==> src/design/iee_pkg.sv <==
// shared types and constants for the infix expression evaluator
// no dependencies; used by every module of the block
package iee_pkg;

  localparam int MAG_W     = 32;
  localparam int RESULT_W  = 64;
  localparam int EVQ_DEPTH = 4;

  // characters of the expression language
  localparam logic [7:0] CH_SPACE = 8'h20;
  localparam logic [7:0] CH_ZERO  = 8'h30;
  localparam logic [7:0] CH_NINE  = 8'h39;
  localparam logic [7:0] CH_STAR  = 8'h2a;
  localparam logic [7:0] CH_PLUS  = 8'h2b;
  localparam logic [7:0] CH_MINUS = 8'h2d;

  // magnitude limits, one digit of headroom over the 32-bit magnitude
  localparam logic [MAG_W+3:0] POS_LIMIT = 36'd2147483647;
  localparam logic [MAG_W+3:0] NEG_LIMIT = 36'd2147483648;

  typedef enum logic [1:0] {
    ST_OK        = 2'd0,
    ST_MALFORMED = 2'd1,
    ST_OVERFLOW  = 2'd2
  } status_t;

  typedef enum logic [1:0] {
    EV_MUL,
    EV_TERM,
    EV_FINAL
  } ev_kind_t;

  typedef struct packed {
    logic [7:0] char_code;
    logic       end_of_expression;
  } in_item_t;

  typedef struct packed {
    logic signed [RESULT_W-1:0] result_value;
    logic [1:0]                 status;
  } out_item_t;

  // work handed from the character front end to the arithmetic back end
  typedef struct packed {
    ev_kind_t         kind;
    logic [MAG_W-1:0] mag;
    logic             neg;
    logic             sub;
    status_t          status;
  } event_t;

endpackage

==> src/design/infix_expression_evaluator_core.sv <==
// top level of the infix expression evaluator
// depends on iee_pkg, iee_front, iee_evq, iee_back
//
//   channel   direction  handshake             payload
//   input     in         push / full           in_item  (char_code, end_of_expression)
//   result    out        pop / empty           out_item (result_value, status)
//
// one character is taken every cycle while the event queue has room; digits and spaces
// stay in the front end, an operator after a number without error or a final character becomes an event
// the back end starts no new event while the last one is in its multiply stage (partial
// products, then combine), so events that come faster fill the four-entry queue and raise full
// a final character's event passes the queue, the multiply stage and the sum stage to the result register
// reset is synchronous; an unread result stalls the back end once the next final event reaches the sum stage
module infix_expression_evaluator_core import iee_pkg::*; #(
  parameter int VALUE_WIDTH = 64
) (
  input  logic      clk,
  input  logic      rst,
  input  logic      push,
  output logic      full,
  input  in_item_t  in_item,
  output logic      empty,
  input  logic      pop,
  output out_item_t out_item
);

  logic   take;
  logic   evq_push;
  event_t evq_din;
  logic   evq_pop;
  event_t evq_dout;
  logic   evq_full;
  logic   evq_empty;

  assign full = evq_full;
  assign take = push && !evq_full;

  // character parsing
  iee_front u_front (
    .clk     (clk),
    .rst     (rst),
    .take    (take),
    .item    (in_item),
    .ev_push (evq_push),
    .ev      (evq_din)
  );

  // event queue
  iee_evq #(
    .DEPTH (EVQ_DEPTH)
  ) u_evq (
    .clk   (clk),
    .rst   (rst),
    .push  (evq_push),
    .din   (evq_din),
    .pop   (evq_pop),
    .dout  (evq_dout),
    .full  (evq_full),
    .empty (evq_empty)
  );

  // arithmetic and result register
  iee_back #(
    .VALUE_WIDTH (VALUE_WIDTH)
  ) u_back (
    .clk      (clk),
    .rst      (rst),
    .ev_valid (!evq_empty),
    .ev       (evq_dout),
    .ev_pop   (evq_pop),
    .pop      (pop),
    .empty    (empty),
    .out_item (out_item)
  );

  // back end never starts two events in a row
  a_issue_spacing: assert property (@(posedge clk) disable iff (rst)
    evq_pop |=> !evq_pop)
    else $error("back end started events on consecutive cycles");

  // queue is never read while empty
  a_no_underflow: assert property (@(posedge clk) disable iff (rst)
    evq_pop |-> !evq_empty)
    else $error("event queue read while empty");

  // an error result carries a zero value
  a_error_zero: assert property (@(posedge clk) disable iff (rst)
    (!empty && out_item.status != ST_OK) |-> (out_item.result_value == '0))
    else $error("error result with nonzero value");

endmodule

==> src/design/iee_front.sv <==
// character front end: builds numbers, checks syntax, emits arithmetic events
// depends on iee_pkg
module iee_front import iee_pkg::*; (
  input  logic     clk,
  input  logic     rst,
  input  logic     take,
  input  in_item_t item,
  output logic     ev_push,
  output event_t   ev
);

  // number being built and parse state
  logic [MAG_W-1:0] mag, mag_next;
  logic             neg, neg_next;
  logic             sub, sub_next;
  logic             seen, seen_next;
  status_t          err, err_next;

  logic [7:0]       c;
  logic             is_digit;
  logic             is_op;
  logic [3:0]       dval;
  logic [MAG_W+3:0] grown;
  logic             op_ev;
  status_t          fin_status;

  assign c        = item.char_code;
  assign is_digit = (c >= CH_ZERO) && (c <= CH_NINE);
  assign is_op    = (c == CH_PLUS) || (c == CH_MINUS) || (c == CH_STAR);
  assign dval     = 4'(c - CH_ZERO);
  // mag * 10 + digit as two shifts and adds
  assign grown    = ({4'b0, mag} << 3) + ({4'b0, mag} << 1) + {{MAG_W{1'b0}}, dval};

  // next parse state and event for one character
  always_comb begin
    mag_next   = mag;
    neg_next   = neg;
    sub_next   = sub;
    seen_next  = seen;
    err_next   = err;
    op_ev      = 1'b0;
    fin_status = ST_OK;
    ev         = '{kind: EV_MUL, mag: mag, neg: neg, sub: sub, status: ST_OK};
    if (err == ST_OK && c != CH_SPACE) begin
      if (is_digit) begin
        seen_next = 1'b1;
        if (grown > (neg ? NEG_LIMIT : POS_LIMIT)) begin
          err_next = ST_OVERFLOW;
        end else begin
          mag_next = grown[MAG_W-1:0];
        end
      end else if (c == CH_MINUS && !seen && !neg) begin
        neg_next = 1'b1;
      end else if (is_op && seen) begin
        op_ev   = 1'b1;
        ev.kind = (c == CH_STAR) ? EV_MUL : EV_TERM;
        if (c != CH_STAR) begin
          sub_next = (c == CH_MINUS);
        end
        mag_next  = '0;
        neg_next  = 1'b0;
        seen_next = 1'b0;
      end else begin
        err_next = ST_MALFORMED;
      end
    end
    // final character closes everything and returns to the start state
    if (item.end_of_expression) begin
      fin_status = err_next;
      if (err_next == ST_OK && !seen_next) begin
        fin_status = ST_MALFORMED;
      end
      ev = '{kind: EV_FINAL, mag: mag_next, neg: neg_next, sub: sub_next,
             status: fin_status};
      mag_next  = '0;
      neg_next  = 1'b0;
      sub_next  = 1'b0;
      seen_next = 1'b0;
      err_next  = ST_OK;
    end
  end

  assign ev_push = take && (op_ev || item.end_of_expression);

  // parse state registers
  always_ff @(posedge clk) begin
    if (rst) begin
      mag  <= '0;
      neg  <= 1'b0;
      sub  <= 1'b0;
      seen <= 1'b0;
      err  <= ST_OK;
    end else if (take) begin
      mag  <= mag_next;
      neg  <= neg_next;
      sub  <= sub_next;
      seen <= seen_next;
      err  <= err_next;
    end
  end

endmodule

==> src/design/iee_evq.sv <==
// small register queue of events between front end and back end
// depends on iee_pkg
module iee_evq import iee_pkg::*; #(
  parameter int DEPTH = 4
) (
  input  logic   clk,
  input  logic   rst,
  input  logic   push,
  input  event_t din,
  input  logic   pop,
  output event_t dout,
  output logic   full,
  output logic   empty
);

  localparam int PTR_W = $clog2(DEPTH);
  localparam int CNT_W = $clog2(DEPTH + 1);

  event_t             q [DEPTH];
  logic [PTR_W-1:0]   wr_ptr;
  logic [PTR_W-1:0]   rd_ptr;
  logic [CNT_W-1:0]   count;

  assign full  = (count == CNT_W'(DEPTH));
  assign empty = (count == '0);
  assign dout  = q[rd_ptr];

  // pointers and fill count
  always_ff @(posedge clk) begin
    if (rst) begin
      wr_ptr <= '0;
      rd_ptr <= '0;
      count  <= '0;
    end else begin
      if (push) begin
        wr_ptr <= (wr_ptr == PTR_W'(DEPTH - 1)) ? '0 : wr_ptr + 1'b1;
      end
      if (pop) begin
        rd_ptr <= (rd_ptr == PTR_W'(DEPTH - 1)) ? '0 : rd_ptr + 1'b1;
      end
      if (push && !pop) begin
        count <= count + 1'b1;
      end else if (pop && !push) begin
        count <= count - 1'b1;
      end
    end
  end

  // entry storage
  always_ff @(posedge clk) begin
    if (push) begin
      q[wr_ptr] <= din;
    end
  end

endmodule

==> src/design/iee_back.sv <==
// arithmetic back end: product and running sum, result register
// depends on iee_pkg
module iee_back import iee_pkg::*; #(
  parameter int VALUE_WIDTH = 64
) (
  input  logic      clk,
  input  logic      rst,
  input  logic      ev_valid,
  input  event_t    ev,
  output logic      ev_pop,
  input  logic      pop,
  output logic      empty,
  output out_item_t out_item
);

  localparam int W    = VALUE_WIDTH;
  localparam int LO_W = (W > 32) ? 32 : W;
  localparam int HI_W = W - LO_W;

  // product kept as magnitude modulo 2^W plus a separate sign
  logic [W-1:0] prod;
  logic         prod_neg;
  logic [W-1:0] sum;

  // multiply stage registers
  logic         s1_valid;
  logic [W-1:0] s1_lo;
  logic [W-1:0] s1_hi;
  ev_kind_t     s1_kind;
  logic         s1_sign;
  logic         s1_sub;
  status_t      s1_status;

  // sum stage registers
  logic         s2_valid;
  logic         s2_final;
  logic [W-1:0] s2_term;
  logic         s2_neg;
  status_t      s2_status;

  logic         out_valid;

  logic [LO_W+MAG_W-1:0] pp_lo_full;
  logic [W-1:0]          hi_sh;
  logic [W-1:0]          prod_full;
  logic [W-1:0]          sum_next;
  logic signed [W-1:0]   sum_next_s;
  logic                  stall;
  logic                  issue;

  // partial products of the low and high halves of the product
  assign pp_lo_full = prod[LO_W-1:0] * ev.mag;

  if (HI_W > 0) begin : g_hi
    logic [HI_W+MAG_W-1:0] pp_hi_full;
    assign pp_hi_full = prod[W-1:LO_W] * ev.mag;
    assign hi_sh      = {pp_hi_full[HI_W-1:0], {LO_W{1'b0}}};
  end else begin : g_no_hi
    assign hi_sh = '0;
  end

  // combine halves, then add or subtract the finished term
  assign prod_full  = s1_lo + s1_hi;
  assign sum_next   = sum + (s2_term ^ {W{s2_neg}}) + W'(s2_neg);
  assign sum_next_s = sum_next;

  assign stall  = s2_valid && s2_final && out_valid && !pop;
  assign issue  = ev_valid && !s1_valid && !stall;
  assign ev_pop = issue;
  assign empty  = !out_valid;

  // pipeline and accumulators
  always_ff @(posedge clk) begin
    if (rst) begin
      s1_valid  <= 1'b0;
      s2_valid  <= 1'b0;
      out_valid <= 1'b0;
      prod      <= W'(1);
      prod_neg  <= 1'b0;
      sum       <= '0;
    end else begin
      // result register fills on a final event, empties on pop
      if (!stall && s2_valid && s2_final) begin
        out_valid <= 1'b1;
      end else if (pop && out_valid) begin
        out_valid <= 1'b0;
      end
      if (!stall) begin
        s1_valid <= issue;
        if (issue) begin
          s1_lo     <= pp_lo_full[W-1:0];
          s1_hi     <= hi_sh;
          s1_kind   <= ev.kind;
          s1_sign   <= prod_neg ^ ev.neg;
          s1_sub    <= ev.sub;
          s1_status <= ev.status;
        end
        s2_valid <= s1_valid && (s1_kind != EV_MUL);
        if (s1_valid) begin
          if (s1_kind == EV_MUL) begin
            prod     <= prod_full;
            prod_neg <= s1_sign;
          end else begin
            prod      <= W'(1);
            prod_neg  <= 1'b0;
            s2_term   <= prod_full;
            s2_neg    <= s1_sign ^ s1_sub;
            s2_final  <= (s1_kind == EV_FINAL);
            s2_status <= s1_status;
          end
        end
        if (s2_valid) begin
          if (s2_final) begin
            sum             <= '0;
            out_item.status <= s2_status;
            out_item.result_value <= (s2_status == ST_OK) ?
                                     RESULT_W'(sum_next_s) : '0;
          end else begin
            sum <= sum_next;
          end
        end
      end
    end
  end

endmodule
==> config.mk <==
export PLATFORM = sky130hd
export DESIGN_NAME = infix_expression_evaluator_core
export DESIGN_NICKNAME = d
export VERILOG_FILES = /design/src/design/iee_pkg.sv /design/src/design/infix_expression_evaluator_core.sv /design/src/design/iee_front.sv /design/src/design/iee_evq.sv /design/src/design/iee_back.sv
export SDC_FILE = /design/constraint.sdc
export NUM_CORES = 2
export LEC_CHECK = 0
export BUFFER_PORTS_ARGS = -buffer_cell sky130_fd_sc_hd__buf_2
export CAP_MARGIN = 25
export CELL_PAD_IN_SITES_DETAIL_PLACEMENT = 1
export CELL_PAD_IN_SITES_GLOBAL_PLACEMENT = 1
export CORE_MARGIN = 4
export CORE_UTILIZATION = 35
export CTS_CLUSTER_SIZE = 16
export DETAILED_ROUTE_END_ITERATION = 10
export PLACE_DENSITY = 0.69
export SLEW_MARGIN = 40
export SYNTH_ARGS = -nofsm -noshare
export SYNTH_HDL_FRONTEND = slang
export SYNTH_SLANG_ARGS = --single-unit
==> constraint.sdc <==
create_clock -name clk -period 14.4 [get_ports clk]
set_input_delay 2.88 -clock clk [delete_from_list [all_inputs] [get_ports clk]]
set_output_delay 2.88 -clock clk [all_outputs]
set_load 0.01 [all_outputs]
Word-level counts from Yosys, hierarchy flattened
Memory sizes are Yosys's and may differ from the RTL's. A register that Yosys moved wholly into a read port is not among the register bits.
Index checks and enable logic that the tools add are counted.
{"block": "word_totals", "reg_bits": 412, "ram_bits": 152, "inputBits": 13, "mem_count": 1, "elab_cells": 156, "output_inout_bits": 68}
{"block": "op_classes", "reduce_logical": 46, "addsub": 10, "multipliers": 2, "magnitude_cmp": 3, "bitwise_logic": 6, "mux": 53, "eq_ne": 9}
{"name": "u_evq.q", "words": 4, "width": 38, "rd": 1, "rd_ports_with_merged_regs": 1, "wr": 1, "line": "iee_evq.sv:19", "source": "event_t q [DEPTH];"}
{"op": "$mux 32", "n": 7}
{"op": "$add 64x64->64", "n": 2}
{"op": "$mux 64", "n": 2}
{"op": "$add 64x1->64", "n": 1}
{"op": "$mul 32x32->64", "n": 1}
{"op": "$xor 64x64->64", "n": 1}
{"op": "$mux 38", "n": 1}
{"op": "$add 35x33->36", "n": 1}
{"op": "$add 36x4->36", "n": 1}
{"op": "$gt 36x36->1", "n": 1}
{"op": "$mul 32x32->32", "n": 1}
{"op": "$mux 2", "n": 15}
{"op": "$mux 1", "n": 26}
{"op": "$eq 8x6->1 const B", "n": 3}
{"op": "$logic_and 1x1->1", "n": 19}
{"op": "$ne 8x6->1 const B", "n": 2}
{"op": "$logic_not 1->1", "n": 11}
{"op": "$ge 8x6->1 const B", "n": 1}
{"op": "$le 8x6->1 const B", "n": 1}
{"op": "$logic_not 2->1", "n": 4}
{"op": "$reduce_and 4->1", "n": 2}
{"op": "$eq 2x2->1 const B", "n": 3}
{"op": "$mux 3", "n": 2}
{"op": "$reduce_bool 2->1", "n": 3}
{"op": "11 further kinds", "n": 18}

Longest topological paths before layout
{"block": "logic_depth", "ltp_word": 14, "ltp_mapped": 33, "mapped_depth_nobuf": 28}

Cells and area by module
Synthesis repeated with hierarchy kept, for this count alone.
{"block": "hier_totals", "hier_cells": 7883, "area_unflattened_um2": 77279.1}
{"module": "iee_back", "seq_area_each_um2": 9729.3, "area_each_um2": 65952.0, "instances": 1, "cells_each": 6960}
{"module": "iee_evq", "seq_area_each_um2": 4744.6, "area_each_um2": 5938.2, "instances": 1, "cells_each": 242}
{"module": "iee_front", "seq_area_each_um2": 740.7, "area_each_um2": 5371.4, "instances": 1, "cells_each": 679}
{"module": "infix_expression_evaluator_core", "seq_area_each_um2": 0.0, "area_each_um2": 17.5, "instances": 1, "cells_each": 2}

Worst setup path after synthesis
OpenSTA, ideal clock, no wires.
{"block": "synth_path", "kind": "in2reg", "startpoint": "in pop", "endpoint": "reg u_back.s1_hi[32], enable pin", "cell_stages": 5, "required_ns": 13.711, "arrival_time_ns": 10.273, "path_buffers": 1, "setup_time_ns": 0.689, "setup_slack_ns": 3.438, "path_cell_list": "nand2b_1 -> or2_2 -> clkbuf_1 -> nand2_1 -> nor3_1"}
{"block": "synth_between", "elab_chain_len": 5, "word_cells_on_any_way": 6, "cone_classes": "bitwise (1); reduce/logical (5)"}
{"item": "start: declaration", "line": "infix_expression_evaluator_core.sv:23", "source": "input logic pop,"}
{"item": "$logic_not 1->1 *", "line": "iee_back.sv:67", "source": "assign stall = s2_valid && s2_final && out_valid && !pop;"}
{"item": "$logic_and 1x1->1 *", "line": "iee_back.sv:67"}
{"item": "$logic_not 1->1", "line": "iee_back.sv:68", "source": "assign issue = ev_valid && !s1_valid && !stall;"}
{"item": "$logic_and 1x1->1", "line": "iee_back.sv:68"}
{"item": "$reduce_and 3->1 (no source line) *"}
{"item": "end signal: assignment", "line": "iee_back.sv:92", "source": "s1_hi <= hi_sh;"}
{"item": "end: declaration", "line": "iee_back.sv:28", "source": "logic [W-1:0] s1_hi;"}
Every way passes the cells marked *; elsewhere a longest branch is shown, timed or not.
A chain may end at the register's enable or synchronous reset.

==> metrics <==
crit-path max FO=39; share of cells above drive strength 1=4.886%; port bufs=80; Adder-Cell Fraction of Synth Area=43.70%; antenna violations before repair=15; Final period util=72.76%; complex-gate fraction of the synthesized area=7.928%; TritonCTS clock tree=yes; ys async rst share=0%; gr ovfl total=0; DRC violations left=0; yosys warns=0; worst skew pair latency=0.69 ns; vias in the first global route=62.58k; Max-cap violations=0; RSZ-0062 raised after global routing=no; Syn Nets=9661; die width=475.7 microns; 1st-iter DRT viols=3044; Area Growth Syn to Fin=7.185%; CTS buffer count=61; R2R Path End=u_back.s1_lo[62]$_DFFE_PP_; wire length per cell=22.10 microns; HP Start=u_back.s1_status[1]$_DFFE_PP_; status=completed; Final ANT Viol Nets=0; cell taking the most area after synthesis=fa_1; first drt pass iteration count=5; PD cells=138.7 mW/mm^2; Final Net Count=9505; simple-gate share of the synthesized area=14.71%; Post-CTS Setup Bufs=0; Worst Slack Setup Final=3.922 ns; synth unique cells=80; fin. max-slew vios=0; Final TNS setup=0 ns; clock sink count=566; Worst setup SP type=flop; cts hold-fix bufs=0; Core Rows=171; Hold Path Sink=u_back.s2_status[1]$_DFFE_PP_; Setup Crit Path Kind=reg2reg; EDFF count, synth=388; largest net degree at the start of global routing=75; All-Layer GR Usage=20.80%; post-DR vias/cell=5.208; CTS max path bufs=3; Final Hold Viols=0; Syn Inst Count=7759; CP required=14.81 ns; largest family of logic cells by synthesized area=adder cells; Max Freq=95.44 MHz; HPWL after DPL=179700 microns; Seq. cell area=0.01525 sq mm; cell depth of the worst flop-to-flop path=26; Rel. slew slack=41.48%; Synth Area per Inst=9.869 sq um; Synth Cell Area=0.07657 sq mm; P_leak=37.86 nW; # resized after CTS=0; ys flop type=edfxtp_1; CTS root buffer=clkbuf_16; worst hold path depth=0; synthesis-stage register bit count=566; chip height=475.7 microns; mux contribution to synthesized area=1.209%; Initial Util=35.23%; top-area cell type share of the netlist area=34.22%; top post-synthesis cells by area=fa_1 34%, edfxtp_1 15%, ha_1 9.5%; fill cell count=24.57k; I/O Pins=81; WHS=0.4230 ns; sequential element share of the synthesized area=19.87%; multi-input combinational cell area=0.05468 sq mm; worst min path class=reg2reg; via count=54.77k; CP Capture Type=flop; pin slew with the least headroom to its limit=0.8779 ns; first-pass GRT wire length=367000 microns; die area=0.2263 sq mm; Post-Synth XOR/XNOR Area=3.717%; CTS clock-pin slew for the worst setup and hold paths=0.06 ns; Final Skew=0.04663 ns; minimum clock period=10.48 ns; CP arrival=10.89 ns; H-tree Lvls=2; setup violators final=0; final WL=232400 microns; r2r setup slk=3.92 ns; Peak VDD IR=125.1 uV; core area=0.2174 sq mm; GP Congestion=0.8882; dpl ws=3.786 ns
layout by cell type, fill, tap and decap left out, drive strengths merged, types with 36 or more instances in the layout:
| cell | count |
|---|---|
| a22o | 72 |
| edfxtp | 388 |
| nor3 | 47 |
| clkbuf | 71 |
| fa | 1309 |
| dfxtp | 178 |
| o21a | 48 |
| o21bai | 36 |
| a21o | 99 |
| a21oi | 221 |
| o21ai | 139 |
| and2 | 915 |
| ha | 580 |
| inv | 1399 |
| a22oi | 100 |
| buf | 178 |
| nand3 | 44 |
| xnor2 | 190 |
| nand2 | 830 |
| xor2 | 135 |
| mux4 | 38 |
| nor2 | 255 |
where the power goes:
part / total, W / switching [W] / internal (W) / leakage [nW]
Clock: 0.00166 / 0.000717 / 0.000948 / 1.01
Sequential: 0.00253 / 0.000324 / 0.00221 / 5.10
Combinational: 0.00718 / 0.00464 / 0.00254 / 31.7
Total: 0.0114 / 0.00569 / 0.00570 / 37.9
cell usage after synthesis (all sizes together), types with 8 or more instances:
master,instances
inv,1394
fa,1309
and2,915
nand2,830
ha,580
edfxtp,388
clkbuf,369
nor2,255
a21oi,221
xnor2,190
dfxtp,178
o21ai,139
xor2,135
a22oi,100
a21o,99
a22o,72
o21a,48
nor3,47
nand3,44
mux4,38
o21bai,36
nand4,31
nor2b,29
buf,28
and3,26
a31oi,25
nand2b,25
a211oi,21
o211ai,16
o31ai,13
a221oi,10
nor4,10
o2bb2ai,10
a21boi,8
a41oi,8
cell type report:
type                            count  area share [%]
Clock inverter                     44          0.5854
Timing Repair Buffer              178           1.508
Multi-Input combinational cell   5400           66.62
Clock buffer                       71           1.956
Antenna cell                        7         0.02134
Tap cell                         2854           4.351
Sequential cell                   566           18.58
Inverter                         1396           6.384
kinds of logic (layout without fill, tap and decap cells):
logic type,count (synthesis),in the layout
muxes,45,45
buffers and inverters,1793,1689
adders and majority gates,1889,1889
and+or+nand+nor,2243,2243
AOI/OAI and AO/OA,898,898
xor gates and xnor gates,325,325
other,0,7
DFF,566,566
routing by layer:
layer  GRT usage [%]  vias to the layer above  share of wire (%)
met5               0                        -              0.049
li1                -                    23990                  -
met2           36.56                     1266                 50
met3           2.756                      402                4.7
met4           6.733                       16                3.6
met1           26.42                    29090                 42
sequential cells by signal (all words and copies together) (netlist names), 3 cells and up, named ones only:
signal,cells
u_evq.q,152
u_evq.count,3
u_back.s2_term,64
u_back.s1_hi,32
u_front.mag,32
u_back.sum,64
u_back.out_item,66
u_back.prod,64
u_back.s1_lo,64
worst max-delay path, stage by stage (launching register included):
cell	delay, ns
dfxtp_2	0.52
buf_4	0.57
mux4_2	0.85
buf_4	0.38
and2_1	0.28
fa_1	0.54
inv_1	0.05
fa_1	0.51
fa_1	0.46
fa_1	0.54
inv_1	0.05
fa_1	0.49
fa_1	0.58
fa_1	0.43
fa_1	0.45
ha_1	0.37
and3_1	0.29
and3_1	0.19
a221oi_1	0.26
nand2_1	0.17
o2111ai_1	0.36
nand3_1	0.18
a41oi_1	0.63
nor2_1	0.12
o41ai_1	0.49
o21ai_0	0.19
xor2_1	0.18
stage by stage:
step	area, sq um	utilization (%)	std cells	total power (W)
floorplan	76570	-	7759	0.007113
global placement	79790	36.70	10390	0.009462
detailed placement	79930	36.77	10390	0.009720
CTS	82020	37.73	10510	0.01144
global route	82060	37.75	10510	0.01229
finish	82080	37.76	10520	0.01138
worst max-delay path by stage:
stage / start / to / slack (ns) / depth (start not counted)
finish: flop / u_back.s1_lo[62]$_DFFE_PP_ / 3.92 / 26
global route: flop / u_back.s1_lo[62]$_DFFE_PP_ / 3.24 / 28
CTS: flop / u_back.s1_lo[62]$_DFFE_PP_ / 3.78 / 28
detailed placement: flop / u_back.s1_lo[62]$_DFFE_PP_ / 3.79 / 28
global placement: flop / u_back.s1_lo[62]$_DFFE_PP_ / 3.88 / 28
floorplan: pop / u_back.s1_hi[32]$_DFFE_PP_ / 3.44 / 5
Note: power is estimated with default switching activity, not from simulation.
